$ cat src/rtl/gmsp_pkg.sv
// Shared types and codes for the GRIB2 message section parser.
package gmsp_pkg;

  typedef enum logic [2:0] {
    M_SEARCH  = 3'd0,
    M_LENGTH  = 3'd1,
    M_WALK    = 3'd2,
    M_TRAILER = 3'd3,
    M_HALT    = 3'd4
  } mode_t;

  localparam logic [2:0] EV_START    = 3'd0;
  localparam logic [2:0] EV_SECTION  = 3'd1;
  localparam logic [2:0] EV_END      = 3'd2;
  localparam logic [2:0] EV_ERROR    = 3'd3;
  localparam logic [2:0] EV_NOTFOUND = 3'd4;

  localparam logic [3:0] ER_OVERRUN    = 4'd0;
  localparam logic [3:0] ER_MISALIGNED = 4'd1;
  localparam logic [3:0] ER_NO7777     = 4'd2;
  localparam logic [3:0] ER_BADSECT    = 4'd3;
  localparam logic [3:0] ER_PREDEF_BM  = 4'd4;
  localparam logic [3:0] ER_UNDEF_BM   = 4'd5;
  localparam logic [3:0] ER_SHORTSECT  = 4'd6;
  localparam logic [3:0] ER_SHORTMSG   = 4'd7;
  localparam logic [3:0] ER_TRUNC      = 4'd8;

  localparam logic [31:0] SEARCH_LIMIT_RST = 32'd203200;
  localparam logic [63:0] FIRST_SECTION    = 64'd16;
  localparam logic [63:0] LEN_FIELD_END    = 64'd15;
  localparam logic [63:0] MIN_MSG_LEN      = 64'd20;
  localparam logic [63:0] LEN_FIELD_START  = 64'd7;

  localparam logic [7:0] CH_G = 8'd71;
  localparam logic [7:0] CH_R = 8'd82;
  localparam logic [7:0] CH_I = 8'd73;
  localparam logic [7:0] CH_B = 8'd66;
  localparam logic [7:0] CH_7 = 8'd55;
  localparam logic [7:0] EDITION = 8'd2;
  localparam logic [7:0] BM_REUSE = 8'd254;
  localparam logic [7:0] BM_NONE  = 8'd255;

  typedef struct packed {
    logic [2:0]  event_res;
    logic [3:0]  error_code;
    logic [63:0] message_position;
    logic [63:0] message_length;
    logic [3:0]  section_number;
    logic [63:0] section_offset;
    logic [31:0] section_length;
    logic [15:0] field_index;
    logic [63:0] bitmap_offset;
    logic [15:0] submessage_count;
  } res_t;

endpackage

$ cat src/rtl/gmsp_if.sv
// Request and result channel interfaces.
interface gmsp_in_if;
  logic       valid;
  logic       ready;
  logic [7:0] data_byte;
  logic       end_of_stream;
  modport source (output valid, output data_byte, output end_of_stream, input ready);
  modport sink (input valid, input data_byte, input end_of_stream, output ready);
endinterface

interface gmsp_out_if;
  logic        valid;
  logic        ready;
  logic [2:0]  event_res;
  logic [3:0]  error_code;
  logic [63:0] message_position;
  logic [63:0] message_length;
  logic [3:0]  section_number;
  logic [63:0] section_offset;
  logic [31:0] section_length;
  logic [15:0] field_index;
  logic [63:0] bitmap_offset;
  logic [15:0] submessage_count;
  modport source (output valid, input ready, output event_res, output error_code,
    output message_position, output message_length, output section_number,
    output section_offset, output section_length, output field_index,
    output bitmap_offset, output submessage_count);
  modport sink (input valid, output ready, input event_res, input error_code,
    input message_position, input message_length, input section_number,
    input section_offset, input section_length, input field_index,
    input bitmap_offset, input submessage_count);
endinterface

$ cat src/rtl/grib2_message_section_parser.sv
// GRIB2 message section parser top level.
// One byte request per cycle, sustained; the parser classifies each byte
// combinationally and pushes at most one result into a two-entry queue, so input
// ready drops only when that queue is full. A result is queued as its byte is
// accepted. The user must write search_limit through cfg_we/cfg_wdata only
// while the block is idle; the block does not enforce this. It resets to 203200.
module grib2_message_section_parser (
  input  logic        clk,
  input  logic        rst_n,
  gmsp_in_if.sink     in_req,
  gmsp_out_if.source  out_res,
  input  logic        cfg_we,
  input  logic [31:0] cfg_wdata
);

  logic           room, push;
  gmsp_pkg::res_t push_res;

  gmsp_front u_front (
    .clk(clk), .rst_n(rst_n), .in_req(in_req), .cfg_we(cfg_we),
    .cfg_wdata(cfg_wdata), .room(room), .push(push), .push_res(push_res)
  );

  gmsp_queue u_queue (
    .clk(clk), .rst_n(rst_n), .push(push), .push_res(push_res),
    .room(room), .out_res(out_res)
  );

endmodule

$ cat src/rtl/gmsp_front.sv
// Byte parser: accepts requests, walks the message, emits result records.
module gmsp_front (
  input  logic               clk,
  input  logic               rst_n,
  gmsp_in_if.sink            in_req,
  input  logic               cfg_we,
  input  logic [31:0]        cfg_wdata,
  input  logic               room,
  output logic               push,
  output gmsp_pkg::res_t     push_res
);

  gmsp_pkg::mode_t mode_r, mode_nxt;
  logic [7:0]  hist_r [8];
  logic [7:0]  hist_nxt [8];
  logic [63:0] pos_r, pos_nxt, mstart_r, mstart_nxt, tlen_r, tlen_nxt;
  logic [63:0] off_r, off_nxt, nx_r, nx_nxt, bmo_r, bmo_nxt;
  logic [31:0] acc_r, acc_nxt, scnt_r, scnt_nxt, lim_r, scnt_inc;
  logic [7:0]  cur_r, cur_nxt;
  logic [15:0] fcnt_r, fcnt_nxt;
  logic        bmdef_r, bmdef_nxt;
  logic        acc, fire, trl, fail, fail_sec, adv;
  logic [3:0]  ferr;
  logic [63:0] off1, d, bmo_out;
  logic [7:0]  b;
  gmsp_pkg::res_t res;

  assign acc = in_req.valid && room;
  assign in_req.ready = room;
  assign b = in_req.data_byte;

  always_ff @(posedge clk) begin
    if (!rst_n) begin
      mode_r  <= gmsp_pkg::M_SEARCH;
      for (int i = 0; i < 8; i++) hist_r[i] <= '0;
      pos_r   <= '0;
      mstart_r <= '0;
      tlen_r  <= '0;
      off_r   <= '0;
      nx_r    <= gmsp_pkg::FIRST_SECTION;
      acc_r   <= '0;
      cur_r   <= '0;
      fcnt_r  <= '0;
      bmdef_r <= 1'b0;
      bmo_r   <= '0;
      scnt_r  <= '0;
      lim_r   <= gmsp_pkg::SEARCH_LIMIT_RST;
    end else begin
      mode_r  <= mode_nxt;
      for (int i = 0; i < 8; i++) hist_r[i] <= hist_nxt[i];
      pos_r   <= pos_nxt;
      mstart_r <= mstart_nxt;
      tlen_r  <= tlen_nxt;
      off_r   <= off_nxt;
      nx_r    <= nx_nxt;
      acc_r   <= acc_nxt;
      cur_r   <= cur_nxt;
      fcnt_r  <= fcnt_nxt;
      bmdef_r <= bmdef_nxt;
      bmo_r   <= bmo_nxt;
      scnt_r  <= scnt_nxt;
      if (cfg_we) lim_r <= cfg_wdata;
    end
  end

  always_comb begin
    mode_nxt = mode_r;
    for (int i = 0; i < 8; i++) hist_nxt[i] = hist_r[i];
    pos_nxt = pos_r;
    mstart_nxt = mstart_r;
    tlen_nxt = tlen_r;
    off_nxt = off_r;
    nx_nxt = nx_r;
    acc_nxt = acc_r;
    cur_nxt = cur_r;
    fcnt_nxt = fcnt_r;
    bmdef_nxt = bmdef_r;
    bmo_nxt = bmo_r;
    scnt_nxt = scnt_r;
    res = '0;
    fire = 1'b0;
    trl = 1'b0;
    fail = 1'b0;
    fail_sec = 1'b0;
    adv = 1'b0;
    ferr = gmsp_pkg::ER_OVERRUN;
    bmo_out = '0;
    off1 = off_r + 64'd1;
    d = off1 - nx_r;
    scnt_inc = (scnt_r == '1) ? scnt_r : scnt_r + 32'd1;
    if (acc) begin
      pos_nxt = pos_r + 64'd1;
      case (mode_r)
        gmsp_pkg::M_SEARCH: begin
          for (int i = 0; i < 7; i++) hist_nxt[i] = hist_r[i+1];
          hist_nxt[7] = b;
          scnt_nxt = scnt_inc;
          if (hist_r[1] == gmsp_pkg::CH_G && hist_r[2] == gmsp_pkg::CH_R &&
              hist_r[3] == gmsp_pkg::CH_I && hist_r[4] == gmsp_pkg::CH_B &&
              b == gmsp_pkg::EDITION) begin
            mstart_nxt = pos_r - 64'd7;
            mode_nxt = gmsp_pkg::M_LENGTH;
            for (int i = 0; i < 8; i++) hist_nxt[i] = '0;
            scnt_nxt = '0;
            off_nxt = gmsp_pkg::LEN_FIELD_START;
            tlen_nxt = '0;
            fcnt_nxt = '0;
            bmdef_nxt = 1'b0;
            bmo_nxt = '0;
            cur_nxt = '0;
            acc_nxt = '0;
            nx_nxt = gmsp_pkg::FIRST_SECTION;
          end else if (scnt_inc >= lim_r) begin
            res.event_res = gmsp_pkg::EV_NOTFOUND;
            fire = 1'b1;
            mode_nxt = gmsp_pkg::M_HALT;
          end
        end
        gmsp_pkg::M_LENGTH: begin
          off_nxt = off1;
          tlen_nxt = {tlen_r[55:0], b};
          if (off1 >= gmsp_pkg::LEN_FIELD_END) begin
            if (tlen_nxt < gmsp_pkg::MIN_MSG_LEN) begin
              fail = 1'b1;
              ferr = gmsp_pkg::ER_SHORTMSG;
            end else begin
              res.event_res = gmsp_pkg::EV_START;
              res.message_position = mstart_r;
              res.message_length = tlen_nxt;
              fire = 1'b1;
              nx_nxt = gmsp_pkg::FIRST_SECTION;
              acc_nxt = '0;
              mode_nxt = gmsp_pkg::M_WALK;
            end
          end
        end
        gmsp_pkg::M_WALK: begin
          off_nxt = off1;
          if (off1 < nx_r) begin
            fire = 1'b0;
          end else if (off1 == nx_r && nx_r == tlen_r - 64'd4) begin
            mode_nxt = gmsp_pkg::M_TRAILER;
            trl = 1'b1;
          end else if (d < 64'd4) begin
            acc_nxt = {acc_r[23:0], b};
          end else if (d == 64'd4) begin
            cur_nxt = b;
            if (b < 8'd1 || b > 8'd7) begin
              fail_sec = 1'b1; ferr = gmsp_pkg::ER_BADSECT;
            end else if (acc_r < 32'd5 || (b == 8'd6 && acc_r < 32'd6)) begin
              fail_sec = 1'b1; ferr = gmsp_pkg::ER_SHORTSECT;
            end else if ({32'd0, acc_r} > tlen_r - nx_r) begin
              fail_sec = 1'b1; ferr = gmsp_pkg::ER_OVERRUN;
            end else if ({32'd0, acc_r} > tlen_r - 64'd4 - nx_r) begin
              fail_sec = 1'b1; ferr = gmsp_pkg::ER_MISALIGNED;
            end else if (b != 8'd6) begin
              adv = 1'b1;
            end
          end else begin
            bmo_out = nx_r;
            if (b >= 8'd1 && b <= 8'd253) begin
              fail_sec = 1'b1; ferr = gmsp_pkg::ER_PREDEF_BM;
            end else if (b == gmsp_pkg::BM_REUSE) begin
              if (!bmdef_r) begin
                fail_sec = 1'b1; ferr = gmsp_pkg::ER_UNDEF_BM;
              end else begin
                bmo_out = bmo_r;
                adv = 1'b1;
              end
            end else if (b == gmsp_pkg::BM_NONE) begin
              adv = 1'b1;
            end else begin
              bmdef_nxt = 1'b1;
              bmo_nxt = nx_r;
              adv = 1'b1;
            end
          end
        end
        gmsp_pkg::M_TRAILER: begin
          off_nxt = off1;
          trl = 1'b1;
        end
        default: begin
          fire = 1'b0;
        end
      endcase
      if (trl) begin
        if (b != gmsp_pkg::CH_7) begin
          fail = 1'b1;
          ferr = gmsp_pkg::ER_NO7777;
        end else if (off1 == tlen_r - 64'd1) begin
          res.event_res = gmsp_pkg::EV_END;
          res.message_position = mstart_r;
          res.message_length = tlen_r;
          res.submessage_count = fcnt_r;
          fire = 1'b1;
          mode_nxt = gmsp_pkg::M_SEARCH;
          for (int i = 0; i < 8; i++) hist_nxt[i] = '0;
          scnt_nxt = '0;
        end
      end
      if (adv || fail_sec) begin
        res.event_res = fail_sec ? gmsp_pkg::EV_ERROR : gmsp_pkg::EV_SECTION;
        res.error_code = fail_sec ? ferr : gmsp_pkg::ER_OVERRUN;
        res.message_position = mstart_r;
        res.message_length = tlen_r;
        res.section_number = cur_nxt[3:0];
        res.section_offset = nx_r;
        res.section_length = acc_r;
        res.field_index = fcnt_r;
        res.bitmap_offset = fail_sec ? 64'd0 : bmo_out;
        fire = 1'b1;
      end
      if (adv) begin
        if (cur_nxt == 8'd7 && fcnt_r != '1) fcnt_nxt = fcnt_r + 16'd1;
        nx_nxt = nx_r + {32'd0, acc_r};
        acc_nxt = '0;
      end
      if (fail) begin
        res = '0;
        res.event_res = gmsp_pkg::EV_ERROR;
        res.error_code = ferr;
        res.message_position = mstart_r;
        res.message_length = tlen_nxt;
        fire = 1'b1;
      end
      if (fail || fail_sec) begin
        mode_nxt = gmsp_pkg::M_SEARCH;
        for (int i = 0; i < 8; i++) hist_nxt[i] = '0;
        scnt_nxt = '0;
      end
      if (in_req.end_of_stream) begin
        if (mode_nxt == gmsp_pkg::M_LENGTH || mode_nxt == gmsp_pkg::M_WALK ||
            mode_nxt == gmsp_pkg::M_TRAILER) begin
          res = '0;
          res.event_res = gmsp_pkg::EV_ERROR;
          res.error_code = gmsp_pkg::ER_TRUNC;
          res.message_position = mstart_nxt;
          res.message_length = tlen_nxt;
          fire = 1'b1;
        end else if (mode_nxt == gmsp_pkg::M_SEARCH && !fire) begin
          res = '0;
          res.event_res = gmsp_pkg::EV_NOTFOUND;
          fire = 1'b1;
        end
        mode_nxt = gmsp_pkg::M_SEARCH;
        for (int i = 0; i < 8; i++) hist_nxt[i] = '0;
        scnt_nxt = '0;
        pos_nxt = '0;
      end
    end
  end

  assign push = acc && fire;
  assign push_res = res;

endmodule

$ cat src/rtl/gmsp_queue.sv
// Two-entry result queue that drives the result channel.
module gmsp_queue (
  input  logic            clk,
  input  logic            rst_n,
  input  logic            push,
  input  gmsp_pkg::res_t  push_res,
  output logic            room,
  gmsp_out_if.source      out_res
);

  gmsp_pkg::res_t mem_r [2];
  logic       wp_r, rp_r;
  logic [1:0] cnt_r;
  logic       pop;
  gmsp_pkg::res_t head;

  assign room = (cnt_r != 2'd2);
  assign pop = out_res.valid && out_res.ready;
  assign head = mem_r[rp_r];

  always_ff @(posedge clk) begin
    if (push) mem_r[wp_r] <= push_res;
    if (!rst_n) begin
      wp_r  <= 1'b0;
      rp_r  <= 1'b0;
      cnt_r <= '0;
    end else begin
      if (push) wp_r <= ~wp_r;
      if (pop) rp_r <= ~rp_r;
      cnt_r <= cnt_r + {1'b0, push} - {1'b0, pop};
    end
  end

  assign out_res.valid = (cnt_r != 2'd0);
  assign out_res.event_res = head.event_res;
  assign out_res.error_code = head.error_code;
  assign out_res.message_position = head.message_position;
  assign out_res.message_length = head.message_length;
  assign out_res.section_number = head.section_number;
  assign out_res.section_offset = head.section_offset;
  assign out_res.section_length = head.section_length;
  assign out_res.field_index = head.field_index;
  assign out_res.bitmap_offset = head.bitmap_offset;
  assign out_res.submessage_count = head.submessage_count;

  a_no_overflow: assert property (@(posedge clk) disable iff (!rst_n)
    push |-> cnt_r != 2'd2) else $error("queue overflow");
  a_cnt_range: assert property (@(posedge clk) disable iff (!rst_n)
    cnt_r != 2'd3) else $error("queue count out of range");
  a_drain: assert property (@(posedge clk) disable iff (!rst_n)
    (pop && !push) |=> cnt_r == $past(cnt_r) - 2'd1) else $error("queue drain count");

endmodule

$ cat src/flat_wrapper.sv
// flat-port wrapper written by rule: the top's interface ports become plain ports
module grib2_message_section_parser_flat 
  (clk, rst_n, cfg_we, cfg_wdata, in_req_valid, in_req_data_byte, in_req_end_of_stream, in_req_ready, out_res_valid, out_res_ready, out_res_event_res, out_res_error_code, out_res_message_position, out_res_message_length, out_res_section_number, out_res_section_offset, out_res_section_length, out_res_field_index, out_res_bitmap_offset, out_res_submessage_count);
  gmsp_in_if in_req_i ();
  gmsp_out_if out_res_i ();
  input  logic clk;
  input  logic rst_n;
  input  logic cfg_we;
  input  logic [31:0] cfg_wdata;
  input wire logic [$bits(in_req_i.valid)-1:0] in_req_valid;
  input wire logic [$bits(in_req_i.data_byte)-1:0] in_req_data_byte;
  input wire logic [$bits(in_req_i.end_of_stream)-1:0] in_req_end_of_stream;
  output wire logic [$bits(in_req_i.ready)-1:0] in_req_ready;
  output wire logic [$bits(out_res_i.valid)-1:0] out_res_valid;
  input wire logic [$bits(out_res_i.ready)-1:0] out_res_ready;
  output wire logic [$bits(out_res_i.event_res)-1:0] out_res_event_res;
  output wire logic [$bits(out_res_i.error_code)-1:0] out_res_error_code;
  output wire logic [$bits(out_res_i.message_position)-1:0] out_res_message_position;
  output wire logic [$bits(out_res_i.message_length)-1:0] out_res_message_length;
  output wire logic [$bits(out_res_i.section_number)-1:0] out_res_section_number;
  output wire logic [$bits(out_res_i.section_offset)-1:0] out_res_section_offset;
  output wire logic [$bits(out_res_i.section_length)-1:0] out_res_section_length;
  output wire logic [$bits(out_res_i.field_index)-1:0] out_res_field_index;
  output wire logic [$bits(out_res_i.bitmap_offset)-1:0] out_res_bitmap_offset;
  output wire logic [$bits(out_res_i.submessage_count)-1:0] out_res_submessage_count;
  assign in_req_i.valid = in_req_valid;
  assign in_req_i.data_byte = in_req_data_byte;
  assign in_req_i.end_of_stream = in_req_end_of_stream;
  assign in_req_ready = in_req_i.ready;
  assign out_res_valid = out_res_i.valid;
  assign out_res_i.ready = out_res_ready;
  assign out_res_event_res = out_res_i.event_res;
  assign out_res_error_code = out_res_i.error_code;
  assign out_res_message_position = out_res_i.message_position;
  assign out_res_message_length = out_res_i.message_length;
  assign out_res_section_number = out_res_i.section_number;
  assign out_res_section_offset = out_res_i.section_offset;
  assign out_res_section_length = out_res_i.section_length;
  assign out_res_field_index = out_res_i.field_index;
  assign out_res_bitmap_offset = out_res_i.bitmap_offset;
  assign out_res_submessage_count = out_res_i.submessage_count;
  grib2_message_section_parser u_core (.clk(clk), .rst_n(rst_n), .in_req(in_req_i), .out_res(out_res_i), .cfg_we(cfg_we), .cfg_wdata(cfg_wdata));
endmodule
$ cat config.mk
export PLATFORM = sky130hd
export DESIGN_NAME = grib2_message_section_parser_flat
export DESIGN_NICKNAME = d
export VERILOG_FILES = /design/src/rtl/gmsp_pkg.sv /design/src/rtl/gmsp_if.sv /design/src/rtl/grib2_message_section_parser.sv /design/src/rtl/gmsp_front.sv /design/src/rtl/gmsp_queue.sv /design/src/flat_wrapper.sv
export SDC_FILE = /design/constraint.sdc
export NUM_CORES = 2
export LEC_CHECK = 0
export BUFFER_PORTS_ARGS = -buffer_cell sky130_fd_sc_hd__buf_2
export CORE_AREA = 5 5 413 415
export CTS_CLUSTER_DIAMETER = 50
export DETAILED_ROUTE_END_ITERATION = 12
export DIE_AREA = 0 0 418 420
export SETUP_SLACK_MARGIN = 0.5
export SLEW_MARGIN = 20
export SYNTH_ARGS = -nofsm -noshare
export SYNTH_HDL_FRONTEND = slang
export SYNTH_SLANG_ARGS = --single-unit
export TNS_END_PERCENT = 1
$ cat constraint.sdc
create_clock -name clk -period 25 [get_ports clk]
set_clock_uncertainty 0.2 [all_clocks]
set_input_delay 1.25 -clock clk [delete_from_list [all_inputs] [get_ports clk]]
set_output_delay 1.25 -clock clk [all_outputs]
set_load 0.02 [all_outputs]
==> metrics.yaml <==
sta:
  tightest_slew_ps: 1190
  finalHoldViolCount: 0
  whs_ps: 264
  fin_crit_ps: 13410
  max_freq_mhz: 74.6
  timing.slew.headroom_pct: 19.9
  rsz0062_at_grt: "false"
  timing.final.crit_share_pct: 53.6
  drv_slew: 0
  setup-violations-final: 0
  setup-tns-final_ps: 0
clocking:
  clk_path_buf_depth: 3
  cts_setup_buffers: 0
  cts-buffers-inserted: 149
  clkLatencyLatePin_ps: 840
  cts.htree.levels: 4
  clock-root-buffer: "clkbuf_16"
  cts_tree: "built"
  cts_hold_buf: 0
  clock_sinks: 1231
  clk_transition_reported_paths_ps: 60
  post_cts_resized: 0
die:
  initial_core_util_pct: 44.8
  die_area_um2: 176000
  die_w_um: 418
  die_y_um: 420
  io_pins: 379
  num_rows: 150
  core_um2: 166000
logic_synthesis:
  ys_top_cells_by_count: "nand2_1 (806), edfxtp_1 (662), dfxtp_1 (569), nor2_1 (532), clkbuf_1 (483)"
  yosysTopAreaCell: "edfxtp_1"
  syn-num-nets: 8362
  synth_most_common_cell: "nand2_1"
  synth_top_cell_area_share_pct: 26.7
  synthCells: 7989
  synth-seq-area-share_pct: 42.0
  synth-seq-cells: 1231
  postSynthAreaPerCell_um2: 9.32
  synth_edf_count: 662
  synthDistinctLibCells: 107
  ys.flop_type: "edfxtp_1"
  async_flop_share_pct: 0
  syn_area_um2: 74400
  yosys_warnings: 0
  netlist_top_cells_area: "edfxtp_1 (27%), dfxtp_1 (15%), ha_1 (5.4%), mux2_2 (5.1%), nand2_1 (4.1%)"
worst_setup_path:
  cp-start-kind: "register"
  crit_end: "u_core.u_queue.mem_r[0][156]$_DFFE_PP_"
  crit_path_start: "u_core.u_front.tlen_r[2]$_SDFFE_PN0P_"
  path_class: "reg2reg"
  path_max_fanout: 72
  worst_ep_required_time_ps: 25240
  cp_slowest_cell: "buf_4"
  worst-r2r-setup-slack_ps: 11590
  regToRegEndpoint: "u_core.u_queue.mem_r[0][156]$_DFFE_PP_"
  reg2regPathDepth: 33
  endpoint_kind: "register"
  crit_path_max_incr_delay_ps: 870
  arrival_ps: 13650
  rr_startpoint: "u_core.u_front.tlen_r[2]$_SDFFE_PN0P_"
placement:
  dp.cells: 10104
  post-dp-hpwl_um: 201000
  globalplace.congestion: 0.982
  placed_area_um2: 77800
  portBuffers: 378
global_route:
  top_usage_layer: "met2"
  grt_overflow: 0
  grtUsageMet1_pct: 41.9
  use_met2_pct: 45.5
  first_global_vias: 60090
  grt_usage_pct: 29.6
  antenna_found_initial: 10
  met3_usage_pct: 5.47
  grt_pass1_wl_um: 395000
  grt_max_degree: 99
cells_and_area:
  nNetsFinal: 8425
  drive_above_1_share_pct: 14.3
  final_cell_area_um2: 82900
  fin_cells: 10388
  syn2layout_area_growth_pct: 11.4
detailed_routing:
  firstDrtPassIters: 6
  drc_errors: 0
  routed_via_density: 6.16
  wl_um: 269000
  first_iter_violations: 6695
  routedWlPerCell_um: 25.9
  postRouteAntennaNets: 0
  via_count: 64030
power:
  powerDensity_nw_per_um2: 62.1
  p_leak_nw: 31.8
  ir_worst_vdd_mv: 0.0691
job:
  drv_cap: 0
worst_hold_path:
  min_path_type: "reg2reg"
run_status:
  outcome: "complete, no violations"
[through the flow]
stage	setup WS (ps)	utilization [%]	total power (W)
global route	10990	49.9	0.00532
global placement	11720	46.8	0.00303
floorplan	3120	-	0.00280
detailed placement	11550	46.8	0.00303
CTS	11500	49.8	0.00520
finish	11590	49.9	0.00515
[flip-flops by register name, indices dropped and copies added (netlist names), 32 cells and up, named ones only]
| register | count |
|---|---|
| u_core.u_front.acc_r | 32 |
| u_core.u_front.pos_r | 64 |
| u_core.u_front.tlen_r | 64 |
| u_core.u_front.scnt_r | 32 |
| u_core.u_queue.mem_r | 662 |
| u_core.u_front.lim_r | 32 |
| u_core.u_front.bmo_r | 64 |
| u_core.u_front.hist_r | 56 |
| u_core.u_front.off_r | 64 |
| u_core.u_front.nx_r | 64 |
| u_core.u_front.mstart_r | 64 |
[cells by family after synthesis]
| kind of cell | count (synthesis) | synth area share, % |
|---|---|---|
| and+or+nand+nor | 2866 | 19.4 |
| adders and majority gates | 327 | 5.53 |
| AOI/OAI and AO/OA | 1855 | 16.8 |
| DFF | 1231 | 42.0 |
| muxes | 386 | 5.76 |
| xor gates and xnor gates | 559 | 6.60 |
| buffers and inverters | 765 | 3.95 |
[worst min-delay path by stage]
| stage | depth (start not counted) | slack [ps] | start | end |
|---|---|---|---|---|
| finish | 2 | 260 | u_core.u_front.bmo_r[8]$_SDFFE_PN0P_ | u_core.u_front.bmo_r[8]$_SDFFE_PN0P_ |
| global route | 2 | 290 | u_core.u_front.bmo_r[0]$_SDFFE_PN0P_ | u_core.u_front.bmo_r[0]$_SDFFE_PN0P_ |
| CTS | 2 | 270 | u_core.u_front.bmo_r[14]$_SDFFE_PN0P_ | u_core.u_front.bmo_r[14]$_SDFFE_PN0P_ |
| detailed placement | 1 | 260 | u_core.u_front.hist_r[1][22]$_SDFFE_PN0P_ | u_core.u_front.hist_r[1][14]$_SDFFE_PN0P_ |
| global placement | 2 | 250 | u_core.u_front.bmo_r[32]$_SDFFE_PN0P_ | u_core.u_front.bmo_r[32]$_SDFFE_PN0P_ |
| floorplan | 1 | 240 | u_core.u_front.hist_r[0][14]$_SDFFE_PN0P_ | u_core.u_front.hist_r[0][14]$_SDFFE_PN0P_ |
[area by class of cell]
cell class / instances / area [um^2]
diodes: 8 / 20.0
clock buffers: 192 / 4070
clock inverters: 83 / 936
fillers: 15479 / 83400
inverters: 202 / 758
multi-input cells: 5993 / 40400
flip-flops and latches: 1231 / 31300
well taps: 2204 / 2760
repair buffers: 475 / 2650
[cells in the final DEF (no fill, tap or decap), types with 96 or more instances in the layout]
| cell | netlist | final |
|---|---|---|
| a211oi_1 | 144 | 142 |
| a21boi_0 | 125 | 125 |
| a21oi_1 | 473 | 472 |
| a22oi_1 | 216 | 216 |
| and3_1 | 246 | 245 |
| buf_2 | 40 | 377 |
| buf_4 | 3 | 96 |
| clkbuf_16 | 0 | 150 |
| dfxtp_1 | 569 | 568 |
| edfxtp_1 | 662 | 662 |
| ha_1 | 324 | 324 |
| inv_1 | 202 | 201 |
| mux2_2 | 338 | 338 |
| nand2_1 | 806 | 801 |
| nand3_1 | 261 | 260 |
| nand4_1 | 153 | 153 |
| nor2_1 | 532 | 527 |
| nor2b_1 | 219 | 218 |
| nor3_1 | 179 | 172 |
| o21ai_0 | 296 | 294 |
| xnor2_1 | 323 | 323 |
| xor2_1 | 235 | 235 |
[power by group]
part | internal, W | switching, W | total (W) | leakage (nW)
combinational | 0.000265 | 0.000489 | 0.000754 | 18.7
clock | 0.00125 | 0.000917 | 0.00217 | 2.44
sequential | 0.00220 | 0.0000280 | 0.00223 | 10.7
[routing by layer]
layer	wire, um	share of wire (%)
met5	13	0.0048
met4	10200	3.8
met3	20300	7.5
met2	119000	44
met1	120000	45
[critical path: cells and delay by family (launching register included)]
kind / cells / cell delay, ps
simple gates: 18 / 6710
buf+inv: 4 / 2750
compound gates: 6 / 1400
fa+ha+maj: 3 / 1000
flops: 1 / 460
xor+xnor: 2 / 290
(Power assumes the default switching activity.)
